[config.mk]
export PLATFORM = sky130hd
export DESIGN_NAME = array_list_insert_delete_core
export DESIGN_NICKNAME = d
export VERILOG_FILES = /design/src/rtl/alid_pkg.sv /design/src/rtl/alid_ram.sv /design/src/rtl/alid_seq.sv /design/src/rtl/array_list_insert_delete_core.sv
export SDC_FILE = /design/constraint.sdc
export NUM_CORES = 1
export LEC_CHECK = 0
export BUFFER_PORTS_ARGS = -buffer_cell sky130_fd_sc_hd__buf_4
export CAP_MARGIN = 0
export CORE_MARGIN = 2
export CORE_UTILIZATION = 55
export DETAILED_ROUTE_END_ITERATION = 12
export PLACE_DENSITY = 0.75
export SLEW_MARGIN = 20
export SYNTH_ARGS = -nofsm -noshare
export SYNTH_HDL_FRONTEND = slang
export SYNTH_SLANG_ARGS = --single-unit
[constraint.sdc]
create_clock -name clk -period 3.41 [get_ports clk]
set_clock_uncertainty 0.05 [all_clocks]
set_input_delay 0.5115 -clock clk [delete_from_list [all_inputs] [get_ports clk]]
set_output_delay 0.5115 -clock clk [all_outputs]
set_load 0.01 [all_outputs]
[src/rtl/alid_pkg.sv]
package alid_pkg;

  localparam int CAPACITY = 16;
  localparam int ADDR_W   = (CAPACITY > 1) ? $clog2(CAPACITY) : 1;
  localparam int LEN_W    = $clog2(CAPACITY + 1);
  localparam int POS_W    = 5;
  localparam int VALUE_W  = 32;
  localparam int COUNT_W  = 5;
  // wide enough for length + 1 and the position side by side
  localparam int CMP_W    = ((LEN_W > POS_W) ? LEN_W : POS_W) + 1;

  localparam logic KIND_INSERT = 1'b0;
  localparam logic KIND_DELETE = 1'b1;

  typedef enum logic [3:0] {
    S_IDLE,
    S_INS_READ,
    S_INS_DRAIN,
    S_PLACE,
    S_DEL_HEAD,
    S_DEL_READ,
    S_DEL_DRAIN,
    S_CLEAR,
    S_DONE
  } seq_state_t;

  typedef struct packed {
    logic               re;
    logic [ADDR_W-1:0]  raddr;
    logic               we;
    logic [ADDR_W-1:0]  waddr;
    logic [VALUE_W-1:0] wdata;
  } mem_cmd_t;

  typedef struct packed {
    logic               accepted;
    logic [VALUE_W-1:0] removed_value;
    logic [COUNT_W-1:0] count_after;
  } result_t;

endpackage

[src/rtl/alid_ram.sv]
module alid_ram #(
  parameter int WIDTH = 32,
  parameter int DEPTH = 16
) (
  input  logic                     clk,
  input  logic                     we,
  input  logic [$clog2(DEPTH)-1:0] waddr,
  input  logic [WIDTH-1:0]         wdata,
  input  logic                     re,
  input  logic [$clog2(DEPTH)-1:0] raddr,
  output logic [WIDTH-1:0]         rdata
);

  logic [WIDTH-1:0] mem [DEPTH];

  always_ff @(posedge clk) begin
    if (we) begin
      mem[waddr] <= wdata;
    end
    if (re) begin
      rdata <= mem[raddr];
    end
  end

endmodule

[src/rtl/alid_seq.sv]
module alid_seq
  import alid_pkg::*;
(
  input  logic               clk,
  input  logic               rst,
  input  logic               in_valid,
  output logic               in_ready,
  input  logic               kind,
  input  logic [POS_W-1:0]   position,
  input  logic [VALUE_W-1:0] new_value,
  output mem_cmd_t           mem_cmd,
  input  logic [VALUE_W-1:0] rdata,
  output logic               res_valid,
  input  logic               res_ready,
  output result_t            res
);

  seq_state_t         state, state_next;
  logic [LEN_W-1:0]   len;
  logic [ADDR_W-1:0]  ptr;
  logic [ADDR_W-1:0]  pos_m1;
  logic [ADDR_W-1:0]  top;
  logic [VALUE_W-1:0] value;
  logic [VALUE_W-1:0] removed;
  logic               ok;
  logic               pend_valid;
  logic [ADDR_W-1:0]  pend_addr;
  logic               head_pend;

  logic [CMP_W-1:0]   pos_ext;
  logic [CMP_W-1:0]   len_ext;
  logic               item_ok;
  logic               has_shift;
  logic               accept;

  assign pos_ext = CMP_W'(position);
  assign len_ext = CMP_W'(len);
  // insert position may be one past the end; delete must hit an element
  assign has_shift = pos_ext <= len_ext;
  assign item_ok = (position != '0) &&
                   ((kind == KIND_INSERT) ?
                    ((pos_ext <= len_ext + CMP_W'(1)) && (len_ext < CMP_W'(CAPACITY))) :
                    has_shift);
  assign accept = in_valid && in_ready;

  always_comb begin
    state_next = state;
    unique case (state)
      S_IDLE: begin
        if (in_valid) begin
          if (!item_ok) begin
            state_next = S_DONE;
          end else if (kind == KIND_INSERT) begin
            state_next = has_shift ? S_INS_READ : S_PLACE;
          end else begin
            state_next = S_DEL_HEAD;
          end
        end
      end
      S_INS_READ:  state_next = (ptr == pos_m1) ? S_INS_DRAIN : S_INS_READ;
      S_INS_DRAIN: state_next = S_PLACE;
      S_PLACE:     state_next = S_DONE;
      S_DEL_HEAD:  state_next = (pos_m1 == top) ? S_CLEAR : S_DEL_READ;
      S_DEL_READ:  state_next = (ptr == top) ? S_DEL_DRAIN : S_DEL_READ;
      S_DEL_DRAIN: state_next = S_CLEAR;
      S_CLEAR:     state_next = S_DONE;
      S_DONE:      state_next = res_ready ? S_IDLE : S_DONE;
      default:     state_next = S_IDLE;
    endcase
  end

  always_comb begin
    in_ready      = 1'b0;
    res_valid     = 1'b0;
    mem_cmd.re    = 1'b0;
    mem_cmd.raddr = ptr;
    mem_cmd.we    = pend_valid;
    mem_cmd.waddr = pend_addr;
    mem_cmd.wdata = rdata;
    unique case (state)
      S_IDLE: in_ready = 1'b1;
      S_INS_READ, S_DEL_READ: mem_cmd.re = 1'b1;
      S_DEL_HEAD: begin
        mem_cmd.re    = 1'b1;
        mem_cmd.raddr = pos_m1;
      end
      S_PLACE: begin
        mem_cmd.we    = 1'b1;
        mem_cmd.waddr = pos_m1;
        mem_cmd.wdata = value;
      end
      S_CLEAR: begin
        mem_cmd.we    = 1'b1;
        mem_cmd.waddr = top;
        mem_cmd.wdata = '0;
      end
      S_DONE: res_valid = 1'b1;
      default: ;
    endcase
    res.accepted      = ok;
    res.removed_value = removed;
    res.count_after   = len_ext[COUNT_W-1:0];
  end

  always_ff @(posedge clk) begin
    if (rst) begin
      state      <= S_IDLE;
      len        <= '0;
      pend_valid <= 1'b0;
      head_pend  <= 1'b0;
    end else begin
      state      <= state_next;
      // a read issued in a shift state lands one slot over on the next cycle
      pend_valid <= (state == S_INS_READ) || (state == S_DEL_READ);
      head_pend  <= (state == S_DEL_HEAD);
      if (state == S_PLACE) begin
        len <= len + LEN_W'(1);
      end else if (state == S_CLEAR) begin
        len <= len - LEN_W'(1);
      end
    end
  end

  always_ff @(posedge clk) begin
    pend_addr <= (state == S_INS_READ) ? ptr + ADDR_W'(1) : ptr - ADDR_W'(1);
    if (head_pend) begin
      removed <= rdata;
    end
    case (state)
      S_IDLE: begin
        if (in_valid) begin
          value   <= new_value;
          pos_m1  <= ADDR_W'(pos_ext - CMP_W'(1));
          top     <= ADDR_W'(len_ext - CMP_W'(1));
          ptr     <= ADDR_W'(len_ext - CMP_W'(1));
          removed <= '0;
          ok      <= item_ok;
        end
      end
      S_INS_READ: ptr <= ptr - ADDR_W'(1);
      S_DEL_HEAD: ptr <= pos_m1 + ADDR_W'(1);
      S_DEL_READ: ptr <= ptr + ADDR_W'(1);
      default: ;
    endcase
  end

  a_no_rw_same_entry: assert property (@(posedge clk) disable iff (rst)
    mem_cmd.we && mem_cmd.re |-> mem_cmd.waddr != mem_cmd.raddr)
    else $error("read and write to the same entry in one cycle");

  a_len_bound: assert property (@(posedge clk) disable iff (rst)
    len_ext <= CMP_W'(CAPACITY))
    else $error("length above capacity");

  a_len_step: assert property (@(posedge clk) disable iff (rst)
    !$stable(len) |-> (len == $past(len) + 1) || (len + 1 == $past(len)))
    else $error("length moved by more than one");

  a_accept_leaves_idle: assert property (@(posedge clk) disable iff (rst)
    accept |=> state != S_IDLE)
    else $error("accepted item left no work");

endmodule

[src/rtl/array_list_insert_delete_core.sv]
// operation: an insert or delete moves the affected elements one slot through the RAM, then
//   offers its result; a rejected item is answered without touching the RAM
// throughput: one item at a time, set by the one-entry-per-cycle shift through the
//   element RAM (one read and one write port)
// reset: rst clears the length and all control state; ram contents are left as is,
//   since only entries below the length are ever read
module array_list_insert_delete_core
  import alid_pkg::*;
(
  input  logic        clk,
  input  logic        rst,
  input  logic        s_tvalid,
  output logic        s_tready,
  input  logic [39:0] s_tdata,   // position[4:0], new_value[36:5], zero pad
  input  logic        s_tuser,   // kind
  output logic        m_tvalid,
  input  logic        m_tready,
  output logic [39:0] m_tdata,   // removed_value[31:0], count_after[36:32], zero pad
  output logic        m_tuser    // accepted
);

  mem_cmd_t           mem_cmd;
  logic [VALUE_W-1:0] rdata;
  logic               res_valid;
  logic               res_ready;
  result_t            res;
  result_t            out_res;

  alid_seq u_seq (
    .clk       (clk),
    .rst       (rst),
    .in_valid  (s_tvalid),
    .in_ready  (s_tready),
    .kind      (s_tuser),
    .position  (s_tdata[POS_W-1:0]),
    .new_value (s_tdata[POS_W+VALUE_W-1:POS_W]),
    .mem_cmd   (mem_cmd),
    .rdata     (rdata),
    .res_valid (res_valid),
    .res_ready (res_ready),
    .res       (res)
  );

  alid_ram #(
    .WIDTH (VALUE_W),
    .DEPTH (CAPACITY)
  ) u_ram (
    .clk   (clk),
    .we    (mem_cmd.we),
    .waddr (mem_cmd.waddr),
    .wdata (mem_cmd.wdata),
    .re    (mem_cmd.re),
    .raddr (mem_cmd.raddr),
    .rdata (rdata)
  );

  // output holding register
  assign res_ready = !m_tvalid || m_tready;

  always_ff @(posedge clk) begin
    if (rst) begin
      m_tvalid <= 1'b0;
    end else if (res_ready) begin
      m_tvalid <= res_valid;
    end
  end

  always_ff @(posedge clk) begin
    if (res_valid && res_ready) begin
      out_res <= res;
    end
  end

  assign m_tuser = out_res.accepted;
  assign m_tdata = {3'b000, out_res.count_after, out_res.removed_value};

endmodule

[Word-level counts from Yosys, hierarchy flattened]
Memories as Yosys holds them, arrays and structs flattened. A register that Yosys moved wholly into a read port is not among the register bits.
Index checks and enable logic that the tools add are counted.
Word-level totals
  memories kept: 1
  output and inout port bits: 43
  input bits: 45
  word-level logic and storage cells: 78
  memory bits (writable): 512
  register bits after elaboration: 131
Operators by class
  $add $sub $neg: 8
  order comparisons: 3
  equality and inequality tests: 12
  muxes and demuxes: 25
  reductions and logical operators: 14
Memories
  u_ram.mem: depth 16, bits a word 32, read ports 1, clocked after memory_dff 1, wr ports 1, RTL line alid_ram.sv:14  | logic [WIDTH-1:0] mem [DEPTH];
Operator list (number)
  2-to-1 mux 32 bit: 3
  one-hot mux 37 bit (2 select lines): 1
  one-hot mux 4 bit (8 select lines): 1
  2-to-1 mux 4 bit: 7
  equality test 4 x 3 -> 1 bit (second input constant): 4
  one-hot mux 4 bit (4 select lines): 1
  equality test 4 bit: 3
  subtractor 4 x 1 -> 4 bit (second input constant): 3
  2-to-1 mux 5 bit: 2
  adder 4 x 1 -> 4 bit (second input constant): 2
  equality test 4 x 2 -> 1 bit (second input constant): 2
  2-to-1 mux 2 bit: 4
  adder 5 x 1 -> 6 bit (second input constant): 1
  less-or-equal comparator 5 x 6 -> 1 bit: 1
  2-to-1 mux 1 bit: 6
  adder 5 x 1 -> 5 bit (second input constant): 1
  less-or-equal comparator 5 bit: 1
  < comparator 5 bit (second input constant): 1
  nonzero test 5 bit: 1
  subtractor 5 x 1 -> 5 bit (second input constant): 1
  equality test 4 x 1 -> 1 bit (second input constant): 1
  equality test 4 bit (second input constant): 1
  logical NOT 4 bit: 1
  AND reduction 2 bit: 2
  8 further kinds: 11

[Longest topological paths before layout]
  word-level depth: 8
  mapped depth: 10
  depth with buffers taken out: 10

[Modules after synthesis]
From an unflattened synthesis, not the netlist that was laid out.
Unflattened totals
  cells, all modules: 1370
  area, all modules: 26147.6 µm²
Modules (own cells, without submodules)
  alid_ram: instances 1, sequential area each 16335.7 µm², cells each 838, area an instance 20155.6 µm²
  alid_seq: instances 1, sequential area each 2292.2 µm², cells each 485, area an instance 4769.6 µm²
  array_list_insert_delete_core: instances 1, sequential area each 1161.1 µm², cells each 47, area an instance 1222.4 µm²

[Least setup slack after synthesis]
Ideal clock, no wire load.
  path type: reg2reg
  start: register u_seq.state[0]
  end: memory u_ram.mem[15][0], enable pin
  path buffers: 3
  arrival time: 3.012 ns
  library setup time: 0.421 ns
  setup slack: -0.073 ns
  period minus slack after synthesis: 3.483 ns
  cell stages (with the launch flop): 9
  data required time: 2.939 ns
  path through: dfxtp_1 clkbuf_1 nand2_1 or2_2 clkbuf_1 clkbuf_1 o21ai_0 nand2_1 nor2_1
Between the ends
  cells in the longest elaborated chain, start to end: 4
  elaborated cells on any way between the ends: 5
  those cells by class: eq/ne: 2; mux: 3
RTL lines
  start: declaration: RTL line alid_seq.sv:18  | seq_state_t state, state_next;
  start signal: assignment: RTL line alid_seq.sv:112  | state <= state_next;
  equality test 4 x 3 -> 1 bit or equality test 4 x 2 -> 1 bit (tied branches): RTL line alid_seq.sv:80  | unique case (state)
  one-hot mux 37 bit (2 select lines) *: RTL line alid_seq.sv:80
  2-to-1 mux 1 bit: RTL line alid_ram.sv:17  | if (we) begin
  2-to-1 mux 1 bit (not written as such): RTL line alid_ram.sv:18  | mem[waddr] <= wdata;
  end: declaration: RTL line alid_ram.sv:14
Every way passes the cells marked *; elsewhere a longest branch is shown, timed or not.

[Worst setup path after layout]
  start: register u_seq.state[1]
  end: register u_ram.rdata[4], read port of u_ram.mem, data pin
Between the ends
  cells in the longest elaborated chain, start to end: 3
  elaborated cells on any way between the ends: 6
  those cells by class: eq/ne: 3; mux: 2; reduce/logical: 1
RTL lines
  equality test 4 x 3 -> 1 bit or equality test 4 x 1 -> 1 bit (tied branches): RTL line alid_seq.sv:80
  OR reduction 3 bit (no line)
  2-to-1 mux 1 bit: RTL line alid_seq.sv:80
  end: declaration: RTL line alid_ram.sv:11  | output logic [WIDTH-1:0] rdata
Parallel ways exist; a longest one is shown, timed or not.
A chain may end at the register's enable or synchronous reset.

==> flow_summary.json <==
{
  "synth_area_leaders": "edfxtp_1 71%, nand2_1 6.5%, mux2i_1 4.5%, dfxtp_1 3.6%, nand3_1 2.0%",
  "placed_area_um2": 28600,
  "grt_setup_unrepaired": "false",
  "maxSlewHeadroom": 0.223,
  "first_global_vias": 16368,
  "nNetsFinal": 2099,
  "path_class": "flop to flop",
  "die_area_um2": 50300,
  "clock_sinks": 675,
  "tritoncts": "done",
  "worstHoldPathCells": 1,
  "syn_area_per_cell_um2": 14.2,
  "reg2regPathDepth": 7,
  "finalHoldViolCount": 0,
  "pwr-share-comb": 0.182,
  "ys_warn_count": 0,
  "status": "complete, no violations",
  "wl_um": 65300,
  "r2r_setup_slack_ns": 0.25,
  "fin_crit_ns": 3.16,
  "hold_buffers": 0,
  "cts-htree-levels": 3,
  "async_flop_share": 0,
  "p_leak_nw": 10.8,
  "syn_inst": 1883,
  "dieHeight_um": 224,
  "gr-total-overflow": 0,
  "pwr-share-seq": 0.483,
  "fmax_ghz": 0.317,
  "cap_violations": 0,
  "hold_class": "input port to flop",
  "timing.rr.start": "u_seq.state[1]",
  "track_usage": 0.260,
  "p_sw_mw": 5.82,
  "final_cell_mix": "627 x edfxtp_1, 459 x nand2_1, 185 x buf_4, 118 x mux2i_1, 105 x nand3_1",
  "ir_drop_mv": 0.388,
  "clock_power_share": 0.335,
  "n_antenna_cell": 0,
  "synthesis.area_um2": 26700,
  "clockBufferDepth": 3,
  "grt_max_degree": 76,
  "clk_latency_ns": 0.59,
  "pwr_density_cell_nw_per_um2": 685,
  "cp.required_ns": 3.69,
  "initial_core_util": 0.557,
  "slew_viol_final": 0,
  "rows": 80,
  "port-buffer-count": 81,
  "finalSetupViolCount": 0,
  "antenna_found_initial": 1,
  "pin_count": 88,
  "place.gp.congestion": 0.849,
  "worst_pin_slew_ns": 1.16,
  "synth_largest_area_cell": "edfxtp_1",
  "die_x_um": 224,
  "path_clk_slew_ns": 0.06,
  "core_um2": 47800,
  "crit_path_end_kind": "flop",
  "cts_setup_buffers": 0,
  "design_area_um2": 30700,
  "yosysSeqAreaShare": 0.742,
  "antenna_left": 0,
  "yosysUniqueCellTypes": 54,
  "critPathLaunchType": "flop",
  "ys.flop_type": "edfxtp_1",
  "area.growth.synth_to_final_pct": 15.1,
  "wl_per_cell_um": 24.2,
  "placedCellCount": 2578,
  "root_buffer": "clkbuf_16",
  "numCtsBuffers": 67,
  "rr_endpoint": "u_ram.rdata[4]",
  "grt_pass1_wl_um": 96600,
  "drive_gt1_frac": 0.161,
  "drtIter0Drc": 2036,
  "p_sw_frac": 0.277,
  "dr.pass1.iters": 6,
  "cp_max_fo": 13,
  "post_cts_resized": 0,
  "ys_ff_latch": 675,
  "hold_end": "u_seq.value[8]",
  "min_period_over_period": 0.925,
  "synth_edf_count": 627,
  "drc": 0,
  "worst_hold_startpoint": "s_tdata[13]",
  "intPower_mw": 15.2,
  "utilization": 0.642,
  "post-dp-hpwl_um": 38200,
  "worstPathArrival_ns": 3.44,
  "netlist.area_leader.share": 0.706,
  "layout_commonest_cell": "edfxtp_1",
  "layout.cells.non_filler": 2700,
  "vias_per_cell": 6.10,
  "route.vias.total": 16476
}
-- worst max-delay path, stage by stage, from the launching register on --
cell and delay (ns):
dfxtp_1 0.41, nor4b_4 0.30, buf_4 0.30, mux2i_4 0.72
and2_1 0.52, buf_4 0.31, a32o_1 0.21, nor3_2 0.06
-- layer usage --
layer / vias up / track usage / part of all wire
met5: - / 0 / 0
met4: 0 / 0.113 / 0.040
met3: 202 / 0.0543 / 0.11
met2: 997 / 0.422 / 0.47
met1: 8006 / 0.345 / 0.38
li1: 7271 / - / -
-- stage by stage --
step / setup slack (ns) / hold WS (ns) / power [mW] / setup TNS, ns
after global placement: 0.378 / 0.356 / 13.9 / 0
after CTS: 0.292 / 0.0223 / 21.0 / 0
final: 0.254 / 0.0443 / 21.0 / 0
after floorplan: -0.0727 / 0.350 / 12.6 / -33.88
after global routing: 0.148 / 0.0289 / 21.7 / 0
after detailed placement: 0.336 / 0.355 / 14.1 / 0
-- power by group through the flow --
stage	clock network (mW)	logic [mW]	registers, mW
3_3_place_gp	0	3.60	10.3
6_report	7.05	3.83	10.2
5_1_grt	7.43	4.13	10.2
3_5_place_dp	0	3.75	10.3
4_1_cts	7.11	3.78	10.1
2_1_floorplan	0	2.34	10.2
-- cell type report --
| cell class | instances | area [µm²] |
|---|---|---|
| clock inverter | 25 | 186 |
| timing repair buffer | 193 | 1540 |
| clock buffer | 96 | 1920 |
| tap | 615 | 769 |
| fill | 3266 | 17100 |
| multi-input combinational | 1083 | 6440 |
| sequential | 675 | 19800 |
| inverter | 13 | 48.8 |
-- cell families (layout without fill, tap and decap cells) --
| logic type | Yosys count | in the layout | synth area share |
|---|---|---|---|
| and+or+nand+nor | 713 | 713 | 0.115 |
| DFF | 675 | 675 | 0.742 |
| AOI/OAI and AO/OA | 193 | 193 | 0.0523 |
| buffers and inverters | 127 | 327 | 0.0235 |
| muxes | 125 | 125 | 0.0479 |
| xor gates and xnor gates | 28 | 28 | 0.00919 |
| adders and majority gates | 21 | 21 | 0.0101 |
| other | 1 | 3 | 0.000141 |
-- registers in the layout, summed over array words and instances (netlist names) --
register          flops
u_seq.removed        32
u_seq.len             5
u_seq.state           4
u_seq.value          32
u_seq.head_pend       1
u_ram.mem           512
m_tuser               1
u_seq.pos_m1          4
m_tdata              37
u_seq.top             4
m_tvalid              1
u_ram.rdata          32
u_seq.ptr             4
u_seq.pend_valid      1
u_seq.pend_addr       4
u_seq.ok              1
-- worst max-delay path by stage --
stage	startpoint	to	slack (ns)	depth (start not counted)
final	u_seq.state[1]	u_ram.rdata[4]	0.25	7
after floorplan	u_seq.state[0]	u_ram.mem[15][0]	-0.07	8
after global routing	u_seq.state[1]	u_ram.rdata[9]	0.15	9
after detailed placement	u_seq.state[0]	u_ram.rdata[14]	0.34	7
after CTS	u_seq.state[1]	u_ram.rdata[4]	0.29	7
after global placement	u_seq.state[0]	u_ram.rdata[6]	0.38	7
-- Yosys cell counts (3+ instances only) --
library cell,instances
a32o_1,30
buf_6,7
buf_1,4
buf_4,16
nor2_1,73
nand2_1,460
o21a_1,4
xor2_1,17
a21o_1,3
inv_1,12
buf_2,30
nand2b_1,3
nor2b_1,5
and2_1,5
a32oi_1,50
xnor2_1,11
nand4_1,18
nor3_2,11
nor3_1,13
edfxtp_1,627
or3_1,3
dfxtp_1,48
a221oi_1,4
nor2_2,4
o21ai_0,43
nand3_1,105
clkbuf_1,57
ha_1,20
mux2i_1,120
a21oi_1,28
a31oi_1,20
(Power assumes the default switching activity.)
